<file path="src/rtl/cda_pkg.sv">
// ----------------------------------------------------------------------------
// cda_pkg
// Shared types, command codes and calendar helpers for the date adder.
// ----------------------------------------------------------------------------
`default_nettype none

package cda_pkg;

  localparam logic [1:0] ACT_SET    = 2'd0;
  localparam logic [1:0] ACT_DAYS   = 2'd1;
  localparam logic [1:0] ACT_MONTHS = 2'd2;
  localparam logic [1:0] ACT_YEARS  = 2'd3;

  localparam logic [13:0] YEAR_MAX  = 14'd9999;
  localparam logic [8:0]  QUAD_CENT = 9'd400;
  localparam logic [8:0]  CENT      = 9'd100;
  localparam logic [3:0]  MONTH_DEC = 4'd12;
  localparam logic [3:0]  MONTH_FEB = 4'd2;
  localparam logic [4:0]  FEB_LEAP  = 5'd29;
  localparam logic [4:0]  FEB_COMMON = 5'd28;

  typedef struct packed {
    logic [1:0]  action;
    logic [15:0] amount;
    logic [4:0]  new_day;
    logic [3:0]  new_month;
    logic [13:0] new_year;
  } cda_in_t;

  typedef struct packed {
    logic [4:0]  day_out;
    logic [3:0]  month_out;
    logic [13:0] year_out;
    logic        overflow;
  } cda_out_t;

  // Leap test from the year modulo 400.
  function automatic logic is_leap(input logic [8:0] ymod);
    logic cent_hit;
    cent_hit = (ymod == CENT) || (ymod == 9'(2 * CENT)) || (ymod == 9'(3 * CENT));
    return (ymod == 9'd0) || ((ymod[1:0] == 2'b00) && !cent_hit);
  endfunction

  function automatic logic [4:0] month_len(input logic [3:0] month, input logic leap);
    logic [4:0] len;
    case (month)
      4'd2:    len = leap ? FEB_LEAP : FEB_COMMON;
      4'd4,
      4'd6,
      4'd9,
      4'd11:   len = 5'd30;
      default: len = 5'd31;
    endcase
    return len;
  endfunction

endpackage

`default_nettype wire

</file>
<file path="src/rtl/calendar_date_adder_core.sv">
// ----------------------------------------------------------------------------
// calendar_date_adder_core
// Holds one Gregorian date and applies one command per transfer, stepping
// days and months through a small sequencer with a shared year-mod-400 unit.
// ----------------------------------------------------------------------------
// Sequence: set date and add years run S_MOD, S_REM, S_CLAMP, then S_DONE
//   (reciprocal quotient by 400, remainder on the year, then day clamp).
// Add days repeats S_DAYS per day; add months repeats S_MONTHS and S_MCLAMP.
// One command at a time; in_stall is high until the result is registered.
// Reset: date 1 January 0000, no result pending.
`default_nettype none

module calendar_date_adder_core (
  input  wire                 clk,
  input  wire                 rst_n,
  input  wire                 in_valid,
  output logic                in_stall,
  input  cda_pkg::cda_in_t    in_data,
  output logic                out_valid,
  input  wire                 out_stall,
  output cda_pkg::cda_out_t   out_data
);
  import cda_pkg::*;

  localparam logic [2:0] S_IDLE   = 3'd0;
  localparam logic [2:0] S_DAYS   = 3'd1;
  localparam logic [2:0] S_MONTHS = 3'd2;
  localparam logic [2:0] S_MCLAMP = 3'd3;
  localparam logic [2:0] S_MOD    = 3'd4;
  localparam logic [2:0] S_CLAMP  = 3'd5;
  localparam logic [2:0] S_DONE   = 3'd6;
  localparam logic [2:0] S_REM    = 3'd7;

  // round(2^21 / 400); exact quotient for every year up to 9999
  localparam logic [12:0] QUAD_CENT_RECIP = 13'd5243;

  logic [2:0]  state_r, state_nxt;
  logic [4:0]  day_r, day_nxt;
  logic [3:0]  month_r, month_nxt;
  logic [13:0] year_r, year_nxt;
  logic [8:0]  ymod_r, ymod_nxt;
  logic [15:0] cnt_r, cnt_nxt;
  logic [4:0]  quo_r, quo_nxt;
  logic        ovf_r, ovf_nxt;
  logic        out_valid_r, out_valid_nxt;
  cda_out_t    out_r, out_nxt;

  logic        accept;
  logic        out_free;
  logic [4:0]  cur_len;
  logic [25:0] quo_prod;
  logic [13:0] rem_calc;
  logic [16:0] year_sum;
  logic [8:0]  ymod_inc;
  logic [3:0]  ld_month;
  logic [4:0]  ld_day;

  assign in_stall  = (state_r != S_IDLE);
  assign accept    = in_valid && !in_stall;
  assign out_free  = !out_valid_r || !out_stall;
  assign out_valid = out_valid_r;
  assign out_data  = out_r;

  assign cur_len  = month_len(month_r, is_leap(ymod_r));
  assign quo_prod = 26'(year_r) * 26'(QUAD_CENT_RECIP);
  assign rem_calc = year_r - 14'(quo_r) * 14'(QUAD_CENT);
  assign year_sum = {3'b000, year_r} + {1'b0, in_data.amount};
  assign ymod_inc = (ymod_r == 9'(QUAD_CENT - 9'd1)) ? 9'd0 : ymod_r + 9'd1;

  always_comb begin
    ld_month = in_data.new_month;
    if (ld_month == 4'd0) ld_month = 4'd1;
    if (ld_month > MONTH_DEC) ld_month = MONTH_DEC;
    ld_day = (in_data.new_day == 5'd0) ? 5'd1 : in_data.new_day;
  end

  always_comb begin
    state_nxt     = state_r;
    day_nxt       = day_r;
    month_nxt     = month_r;
    year_nxt      = year_r;
    ymod_nxt      = ymod_r;
    cnt_nxt       = cnt_r;
    quo_nxt       = quo_r;
    ovf_nxt       = ovf_r;
    out_nxt       = out_r;
    out_valid_nxt = out_valid_r && out_stall;

    case (state_r)
      S_IDLE: begin
        if (accept) begin
          ovf_nxt = 1'b0;
          cnt_nxt = in_data.amount;
          case (in_data.action)
            ACT_SET: begin
              day_nxt   = ld_day;
              month_nxt = ld_month;
              if (in_data.new_year > YEAR_MAX) begin
                year_nxt = YEAR_MAX;
                ovf_nxt  = 1'b1;
              end else begin
                year_nxt = in_data.new_year;
              end
              state_nxt = S_MOD;
            end
            ACT_DAYS: begin
              state_nxt = (in_data.amount == 16'd0) ? S_DONE : S_DAYS;
            end
            ACT_MONTHS: begin
              state_nxt = (in_data.amount == 16'd0) ? S_DONE : S_MONTHS;
            end
            default: begin
              if (year_sum > {3'b000, YEAR_MAX}) begin
                year_nxt = YEAR_MAX;
                ovf_nxt  = 1'b1;
              end else begin
                year_nxt = year_sum[13:0];
              end
              state_nxt = S_MOD;
            end
          endcase
        end
      end
      S_DAYS: begin
        cnt_nxt   = cnt_r - 16'd1;
        state_nxt = (cnt_r == 16'd1) ? S_DONE : S_DAYS;
        if (day_r < cur_len) begin
          day_nxt = day_r + 5'd1;
        end else if (month_r < MONTH_DEC) begin
          month_nxt = month_r + 4'd1;
          day_nxt   = 5'd1;
        end else if (year_r < YEAR_MAX) begin
          year_nxt  = year_r + 14'd1;
          ymod_nxt  = ymod_inc;
          month_nxt = 4'd1;
          day_nxt   = 5'd1;
        end else begin
          // drop the remaining steps
          ovf_nxt   = 1'b1;
          state_nxt = S_DONE;
        end
      end
      S_MONTHS: begin
        state_nxt = S_MCLAMP;
        if (month_r < MONTH_DEC) begin
          month_nxt = month_r + 4'd1;
        end else if (year_r < YEAR_MAX) begin
          year_nxt  = year_r + 14'd1;
          ymod_nxt  = ymod_inc;
          month_nxt = 4'd1;
        end else begin
          ovf_nxt   = 1'b1;
          state_nxt = S_DONE;
        end
      end
      S_MCLAMP: begin
        if (day_r > cur_len) day_nxt = cur_len;
        cnt_nxt   = cnt_r - 16'd1;
        state_nxt = (cnt_r == 16'd1) ? S_DONE : S_MONTHS;
      end
      S_MOD: begin
        // quotient by 400 through the reciprocal product
        quo_nxt   = 5'(quo_prod >> 21);
        state_nxt = S_REM;
      end
      S_REM: begin
        ymod_nxt  = 9'(rem_calc);
        state_nxt = S_CLAMP;
      end
      S_CLAMP: begin
        if (day_r > cur_len) day_nxt = cur_len;
        state_nxt = S_DONE;
      end
      S_DONE: begin
        // hold until the output register is free
        if (out_free) begin
          out_nxt.day_out   = day_r;
          out_nxt.month_out = month_r;
          out_nxt.year_out  = year_r;
          out_nxt.overflow  = ovf_r;
          out_valid_nxt     = 1'b1;
          state_nxt         = S_IDLE;
        end
      end
      default: begin
        state_nxt = S_IDLE;
      end
    endcase
  end

  always_ff @(posedge clk) begin
    if (!rst_n) begin
      state_r     <= S_IDLE;
      day_r       <= 5'd1;
      month_r     <= 4'd1;
      year_r      <= 14'd0;
      ymod_r      <= 9'd0;
      ovf_r       <= 1'b0;
      out_valid_r <= 1'b0;
    end else begin
      state_r     <= state_nxt;
      day_r       <= day_nxt;
      month_r     <= month_nxt;
      year_r      <= year_nxt;
      ymod_r      <= ymod_nxt;
      ovf_r       <= ovf_nxt;
      out_valid_r <= out_valid_nxt;
    end
  end

  always_ff @(posedge clk) begin
    cnt_r <= cnt_nxt;
    quo_r <= quo_nxt;
    out_r <= out_nxt;
  end

endmodule

`default_nettype wire

</file>
<file path="config.mk">
export PLATFORM = sky130hd
export DESIGN_NAME = calendar_date_adder_core
export DESIGN_NICKNAME = d
export VERILOG_FILES = /design/src/rtl/cda_pkg.sv /design/src/rtl/calendar_date_adder_core.sv
export SDC_FILE = /design/constraint.sdc
export NUM_CORES = 1
export LEC_CHECK = 0
export BUFFER_PORTS_ARGS = -buffer_cell sky130_fd_sc_hd__clkbuf_2
export CAP_MARGIN = 40
export CORE_MARGIN = 10
export CORE_UTILIZATION = 62
export DETAILED_ROUTE_END_ITERATION = 6
export PLACE_DENSITY_LB_ADDON = 0.15
export SLEW_MARGIN = 20
export SYNTH_ARGS = -nofsm -noshare
export SYNTH_HDL_FRONTEND = slang
export SYNTH_SLANG_ARGS = --single-unit
</file>
<file path="constraint.sdc">
create_clock -name clk -period 7.5 [get_ports clk]
set_input_delay 1.5 -clock clk [delete_from_list [all_inputs] [get_ports clk]]
set_output_delay 1.5 -clock clk [all_outputs]
set_load 0.03 [all_outputs]
</file>
==> out/qor.csv, run 1 <==
metric;value;unit
run_status;finished, final reports clean;
drt_iter0_drc;710;
cts_tree;yes;
globalplace.congestion;0.9441;
ant_nets;0;
hp-start;ovf_r;
via_per_inst;6.075;
diodes;0;
synthTopCellsByCount;inv_1 (147), ha_1 (144), nand2_1 (68);
relSlewSlack;44.53;%
clock_path_buffers;2;
synth_seq_cells;82;
fin_setup_tns;0;ns
holdPathEnd;out_data[0];
crit_type;flip-flop to flip-flop;
dr.pass1.iters;7;
io_buffer_count;70;
syn-num-nets;1244;
drc;0;
clkTransAtPathRegs;0.07;ns
nets;1308;
synthDistinctLibCells;74;
postCtsResizedCells;0;
yosysTopAreaCell;ha_1;
cpPeakStageDelay;0.64;ns
yosys.area_share.adder;33.85;%
reg2reg_from;year_r[6];
synth_compound_area_share;17.45;%
area_growth;9.259;%
r2r-end;quo_r[4];
yosys_warnings;0;
grt_max_degree;37;
dpl.hpwl;18.89;mm
period_share;77.75;%
synthArstFlopShare;0;%
hold_buffers;0;
hold_viol;0;
synth_most_common_cell;inv_1;
r2r_slack;1.67;ns
dieArea;19940;um2
drive_gt1_share;10.94;%
insertion_delay;0.36;ns
grt_pass1_wl;37.89;mm
path_cells;inv_1 > fa_1 > inv_1 > ha_1 > fa_1 > inv_1 > fa_1 > fa_1 > inv_1 > ha_1 > a211o_1 > or4_1 > a211oi_2 > o31ai_1 > a41o_1 > or3_1 > a31oi_1 > xnor2_1;
wl_per_cell;18.79;um
ys_seq_area_share;22.97;%
muxShareOfSynthArea;0.6594;%
finalSetupViolCount;0;
cts.sinks;82;
grt_pass1_vias;7368;
synthTopCellsByArea;ha_1 (20%), edfxtp_1 (15%), fa_1 (14%);
crit_slowest_cell;dfxtp_1;
fin_crit;5.831;ns
clock_skew;0.009015;ns
grt.total_usage;23.46;%
slew_viol_final;0;
drv_cap;0;
worst_pin_slew;0.8320;ns
syn_avg_cell_area;9.190;um2
path_buf_inv;4;
required;7.60;ns
grt-ovfl-total;0;
clockRootBuffer;clkbuf_16;
core;14480;um2
synth.top_cell.area_share;19.78;%
num_vias;7557;
rsz0062_at_grt;false;
reg2reg_depth;18;
io-pin-count;71;
hold_path_depth;0;
num_rows;44;
antenna_found_initial;0;
die_w;141.2;um
hold_class;flip-flop to flip-flop;
synth_top_family_by_area;adder cells;
numCtsBuffers;9;
cp_top_family;adder cells;
start_util;62.90;%
end_kind;flip-flop;
synth-simple-area-share;13.81;%
syn_area;9107;um2
max_freq;171.5;MHz
arrival;5.94;ns
htree_levels;3;
chipHeight;141.2;um
synth_cells;991;
synthFlopType;edfxtp_1;
synth_edf_count;45;
postCtsSetupBuffers;0;
crit_fanout;10;
synth_xor_area_share;3.943;%
totalWireLength;23.38;mm
critPathLaunchType;flip-flop;
## sequential cells by signal (all words and copies together) (netlist names)
| name | count |
|---|---|
| day_r | 5 |
| out_valid | 1 |
| year_r | 14 |
| ymod_r | 9 |
| month_r | 4 |
| quo_r | 5 |
| cnt_r | 16 |
| ovf_r | 1 |
| out_data | 24 |
| state_r | 3 |
## worst max-delay path by stage
stage / startpoint / end / slack, ns / depth (start not counted)
3_3_place_gp: year_r[5] / quo_r[4] / 1.77 / 18
3_5_place_dp: year_r[5] / quo_r[4] / 1.68 / 18
2_1_floorplan: year_r[5] / quo_r[4] / 2.08 / 18
6_report: year_r[6] / quo_r[4] / 1.67 / 18
4_1_cts: year_r[5] / quo_r[4] / 1.65 / 18
5_1_grt: year_r[5] / quo_r[4] / 1.39 / 18
## layer usage
metal / up-vias / track usage (%) / routed length [um]
li1: 3628 / - / -
met1: 3586 / 29.82 / 9998
met2: 286 / 38.81 / 11220
met3: 57 / 4.535 / 1430
met4: 0 / 8.261 / 727
met5: - / 0 / 0
## placed cells by master (no fill, tap or decap), drive strengths merged, types with 4 or more instances in the layout
| cell type | count |
|---|---|
| a311oi | 4 |
| fa | 64 |
| nor3 | 20 |
| o21a | 7 |
| ha | 144 |
| nand2b | 10 |
| o311ai | 5 |
| nand3 | 32 |
| nor3b | 4 |
| nor2b | 11 |
| nor4 | 10 |
| dfxtp | 37 |
| xor2 | 12 |
| a31oi | 8 |
| o21ai | 58 |
| inv | 152 |
| a21oi | 45 |
| buf | 10 |
| o22ai | 8 |
| clkbuf | 79 |
| o221ai | 6 |
| and2 | 5 |
| xnor2 | 29 |
| o211ai | 10 |
| a211oi | 16 |
| a21o | 15 |
| nor2 | 51 |
| nand4 | 10 |
| a22oi | 11 |
| edfxtp | 45 |
| or3 | 4 |
| o31ai | 5 |
| nand2 | 68 |
| and3 | 16 |
## stage by stage
| stage | area [um2] | setup slack (ns) | std cells | hold slack [ns] | util, % |
|---|---|---|---|---|---|
| floorplan | 9107 | 2.080 | 991 | 0.4029 | - |
| global placement | 9623 | 1.773 | 1224 | 0.4372 | 66.46 |
| detailed placement | 9643 | 1.679 | 1227 | 0.4552 | 66.60 |
| CTS | 9936 | 1.648 | 1243 | 0.4694 | 68.62 |
| global route | 9951 | 1.387 | 1244 | 0.4838 | 68.73 |
| finish | 9951 | 1.669 | 1244 | 0.4883 | 68.73 |
## cell families (layout without fill, tap and decap cells)
| kind of cell | count (synthesis) | count (layout) |
|---|---|---|
| AOI/OAI and AO/OA | 229 | 229 |
| xor gates and xnor gates | 41 | 41 |
| adders and majority gates | 208 | 208 |
| buffers and inverters | 174 | 243 |
| DFF | 82 | 82 |
| muxes | 5 | 5 |
| and+or+nand+nor | 252 | 252 |
## final cells by class
type                       count  area (um2)
sequential                    82        2092
multi-input combinational    735        6354
tap                          184       230.2
fill                        1154        4528
timing repair buffer          80       430.4
inverter                     147       551.8
clock inverter                 7       67.56
clock buffer                   9       225.2
Power of run 1 is left out: the tool's default activity adds up to more than one toggle a clock period on the data nets, which glitch-free logic cannot reach.
==> run 2, diff against run 1 <==
CORE_UTILIZATION = 56   (was 62)
clock period = 5.17 ns   (was 7.5 ns; I/O delays follow)
==> out/qor.csv, run 2 (synthesis results as in run 1) <==
metric;value;unit;change
run_status;finished, final reports clean;;
path_cells;buf_6 > ha_4 > fa_1 > fa_1 > inv_1 > fa_1 > fa_1 > inv_2 > ha_4 > a211o_1 > or4_4 > a211oi_4 > o31ai_4 > a41o_1 > or3_4 > a31oi_4 > xnor2_1;;
clock_path_buffers;2;;unchanged
hp-start;ovf_r;;
finalSetupViolCount;0;;unchanged
chipHeight;147.5;um;+4.5%
crit_fanout;6;;-4
grt.total_usage;22.68;%;-0.79 points
ant_nets;0;;unchanged
die_w;147.5;um;+4.5%
antenna_found_initial;0;;unchanged
cts.sinks;82;;unchanged
dieArea;21760;um2;+9.2%
htree_levels;3;;unchanged
arrival;5.18;ns;-0.76 ns
cpPeakStageDelay;0.53;ns;-0.11 ns
path_buf_inv;3;;-1
diodes;0;;unchanged
nets;1354;;+3.5%
num_rows;46;;+4.5%
largest_register_ffs;24;;unchanged
grt_pass1_wl;39.80;mm;+5.0%
required;5.27;ns;-2.33 ns
start_util;57.33;%;-5.6 points
insertion_delay;0.36;ns;about the same
grt_pass1_vias;7608;;+3.3%
drive_gt1_share;18.81;%;+7.9 points
timing.hold.ws;0.4594;ns;-0.02890 ns
slew_viol_final;0;;unchanged
core;15890;um2;+9.7%
wl_per_cell;18.57;um;-1.2%
dr.pass1.iters;5;;-2
drt_iter0_drc;560;;-21%
highest_layer;met4;;
placed_area;10020;um2;+3.9%
hold_class;flip-flop to flip-flop;;
dpl.hpwl;19.78;mm;+4.7%
io-pin-count;71;;unchanged
period_share;98.36;%;+21 points
final_util;67.03;%;-1.7 points
fin_crit;5.085;ns;-0.7463 ns
clkTransAtPathRegs;0.08;ns;about the same
via_per_inst;5.716;;-5.9%
cpMostUsedCell;fa_1;;
fin_area;10650;um2;+7.0%
hold_viol;0;;unchanged
relSlewSlack;45.54;%;+1.0 points
totalWireLength;24.55;mm;+5.0%
reg2reg_from;year_r[10];;
wl_met3;1.323;mm;-7.5%
grt-ovfl-total;0;;unchanged
layout_common_cells;inv_1 (139), ha_1 (129), clkbuf_2 (70);;
wl_met1;10.65;mm;+6.5%
numCtsBuffers;9;;unchanged
crit_slowest_cell;fa_1;;
drv_cap;0;;unchanged
rsz0062_at_grt;true;;
r2r_slack;0.08;ns;-1.58 ns
clock_skew;0.01337;ns;+0.004352 ns
final_common_cell;inv_1;;
worst_pin_slew;0.8158;ns;-0.01626 ns
fillers;1327;;+15%
met2_length;11.86;mm;+5.7%
hold_path_depth;0;;unchanged
num_vias;7557;;unchanged
globalplace.congestion;0.9538;;+1.0%
holdPathEnd;out_data[0];;
cts_tree;yes;;
clockRootBuffer;clkbuf_16;;
io_buffer_count;70;;unchanged
max_freq;196.7;MHz;+15%
grt_max_degree;37;;unchanged
cp_top_family;adder cells;;
area_growth;16.91;%;
critPathLaunchType;flip-flop;;
drc;0;;unchanged
reg2reg_depth;17;;-1
r2r-end;quo_r[4];;
end_kind;flip-flop;;
crit_type;flip-flop to flip-flop;;
run 2: cell count changes in the layout (fill, tap and decap cells not counted), sizes merged:
cell	previous run	this run
bufinv	0	1
inv	152	151
buf	10	56
clkinvlp	1	0
clkbuf	79	80
run 2: cell type report:
| type | instances | area [um2] | area share (%) |
|---|---|---|---|
| flip-flops and latches | 82 | 2126 | 19.96 |
| repair buffers | 126 | 800.8 | 7.521 |
| inverters | 147 | 556.8 | 5.229 |
| clock buffers | 10 | 239.0 | 2.244 |
| well taps | 216 | 270.3 | 2.538 |
| multi-input cells | 735 | 6584 | 61.83 |
| clock inverters | 6 | 71.32 | 0.6698 |
run 2: per-stage QoR:
stage	setup WS, ns	setup TNS (ns)	instances
floorplan	0.003001	0	991
global placement	-0.05599	-0.05599	1295
detailed placement	-0.1201	-0.1201	1297
CTS	0.006291	0	1315
global route	-0.06652	-0.09087	1322
finish	0.08489	0	1322
run 2: worst reg2reg max path, stage by stage (launching register included):
cell	delay, ns
dfxtp_4	0.38
buf_6	0.12
ha_4	0.24
fa_1	0.47
fa_1	0.49
inv_1	0.05
fa_1	0.47
fa_1	0.53
inv_2	0.04
ha_4	0.21
a211o_1	0.26
or4_4	0.43
a211oi_4	0.21
o31ai_4	0.10
a41o_1	0.21
or3_4	0.35
a31oi_4	0.19
xnor2_1	0.08
run 2: timing repair:
| action | in CTS | in global routing |
|---|---|---|
| gates resized for setup | 15 | 32 |
| cloned | 0 | 0 |
| pin swaps | 18 | 34 |
| hold buffers | 0 | 0 |
| setup buffers | 2 | 7 |
| endpoints found under the setup margin | 1 | 4 |
run 2: how the worst max path moves through the flow:
stage	start	depth (start not counted)	to
global placement	year_r[4]	18	quo_r[4]
finish	year_r[10]	17	quo_r[4]
CTS	year_r[4]	18	quo_r[4]
global route	year_r[10]	17	quo_r[4]
detailed placement	year_r[11]	18	quo_r[4]
floorplan	year_r[10]	16	quo_r[4]
run 2: metal layers:
layer  global-route usage [%]  up-vias
met5                        0        -
met4                    7.780        0
met3                    3.297       51
met2                    37.89      211
met1                    29.35     3577
li1                         -     3718
Power of run 2 is left out for the same reason.
==> run 3, diff against run 2 <==
CORE_UTILIZATION = 57   (was 56)
CTS_BUF_LIST = sky130_fd_sc_hd__clkbuf_8   (was default)
==> out/qor.csv, run 3 (synthesis results as in run 1) <==
metric;value;unit;change
crit_start;year_r[11];;
num_vias;7646;;+1.2%
io_buffer_count;70;;unchanged
drive_gt1_share;18.60;%;-0.21 points
reg2reg_depth;17;;unchanged
globalplace.congestion;0.9523;;-0.16%
layout_common_cells;inv_1 (138), ha_1 (132), clkbuf_2 (70);;
diodes;0;;unchanged
insertion_delay;0.38;ns;+0.02 ns
hold_buffers;0;;unchanged
hold_path_depth;0;;unchanged
crit_type;flip-flop to flip-flop;;
num_rows;46;;unchanged
drv_cap;0;;unchanged
holdPathEnd;out_data[0];;
finalSetupViolCount;0;;unchanged
largest_register_ffs;24;;unchanged
slew_viol_final;0;;unchanged
numCtsBuffers;9;;unchanged
wl_per_cell;18.74;um;+0.92%
io-pin-count;71;;unchanged
drt_iter0_drc;607;;+8.4%
hold_viol;0;;unchanged
worst_pin_slew;0.8773;ns;+0.06154 ns
grt_max_degree;37;;unchanged
period_share;98.62;%;+0.26 points
grt.total_usage;23.33;%;+0.65 points
ant_nets;0;;unchanged
totalWireLength;24.90;mm;+1.5%
end_kind;flip-flop;;
crit_fanout;5;;-1
clock_skew;0.008928;ns;-0.004439 ns
arrival;5.23;ns;+0.05 ns
chipHeight;146.4;um;-0.76%
rsz0062_at_grt;true;;
hp-start;ovf_r;;
die_w;146.4;um;-0.76%
nets;1361;;+0.52%
final_common_cell;inv_1;;
htree_levels;3;;unchanged
relSlewSlack;41.45;%;-4.1 points
dpl.hpwl;19.93;mm;+0.75%
fin_crit;5.099;ns;+0.01352 ns
antenna_found_initial;0;;unchanged
run_status;finished, final reports clean;;
layout_setup_ws;0.07137;ns;-0.01352 ns
r2r_slack;0.07;ns;about the same
required;5.31;ns;+0.04 ns
area_growth;15.43;%;
start_util;57.75;%;+0.42 points
grt_pass1_vias;7656;;+0.63%
dieArea;21430;um2;-1.5%
clock_path_buffers;2;;unchanged
dr.pass1.iters;5;;unchanged
cts.sinks;82;;unchanged
grt_pass1_wl;40.30;mm;+1.3%
fillers;1345;;+1.4%
drc;0;;unchanged
reg2reg_from;year_r[11];;
detailedPlace.worstSlack;-0.1150;ns;+0.005085 ns
r2r-end;quo_r[4];;
hold_class;flip-flop to flip-flop;;
critPathLaunchType;flip-flop;;
clockRootBuffer;clkbuf_8;;
grt-ovfl-total;0;;unchanged
max_freq;196.1;MHz;-0.27%
core;15770;um2;-0.72%
clkTransAtPathRegs;0.09;ns;about the same
via_per_inst;5.753;;+0.64%
cts_tree;yes;;
==> run 3: per-layer routing <==
layer	global-route usage (%)	wire length [um]	up-vias
li1	-	-	3727
met1	29.55	10500	3631
met2	38.74	12150	231
met3	3.739	1402	57
met4	9.660	849	0
met5	0	0	-
==> run 3: how the worst max path moves through the flow <==
stage,to,slack (ns)
3_5_place_dp,quo_r[4],-0.12
5_1_grt,quo_r[4],-0.09
4_1_cts,quo_r[4],-0.02
6_report,quo_r[4],0.07
3_3_place_gp,quo_r[4],-0.04
2_1_floorplan,quo_r[4],0.003
==> run 3: cell type report <==
cell class	instances	area, um2	share of cell area (%)
Inverter	147	558.0	5.308
Clock buffer	10	137.6	1.309
Multi-Input combinational cell	735	6511	61.94
Sequential cell	82	2127	20.23
Clock inverter	6	43.79	0.4166
Tap cell	216	270.3	2.571
Timing Repair Buffer	133	864.6	8.224
==> run 3: stage by stage <==
step | util (%) | hold WS (ns) | TNS, ns | instance area (um2) | instances
2_1_floorplan | - | 0.4029 | 0 | 9130 | 991
3_3_place_gp | 63.45 | 0.4484 | -0.04020 | 10010 | 1297
3_5_place_dp | 63.55 | 0.4424 | -0.1150 | 10020 | 1299
4_1_cts | 65.80 | 0.4713 | -0.02224 | 10380 | 1322
5_1_grt | 66.66 | 0.4777 | -0.1013 | 10510 | 1329
6_report | 66.66 | 0.4835 | 0 | 10510 | 1329
==> run 3: timing repair <==
action	CTS	global route
endpoints found under the setup margin	1	4
gates resized for setup	23	13
pin swaps	20	21
setup buffers	7	6
==> run 3: worst max-delay path, stage by stage, from the launching register on <==
cell,delay [ns]
dfxtp_4,0.38
buf_4,0.14
ha_4,0.26
fa_1,0.42
fa_1,0.49
fa_1,0.59
inv_2,0.04
fa_1,0.47
inv_1,0.04
ha_2,0.16
a211o_1,0.28
or4_4,0.44
a211oi_4,0.20
o31ai_2,0.10
a41o_1,0.20
or3_1,0.34
a31oi_1,0.21
xnor2_1,0.08
Power of run 3 is left out for the same reason.
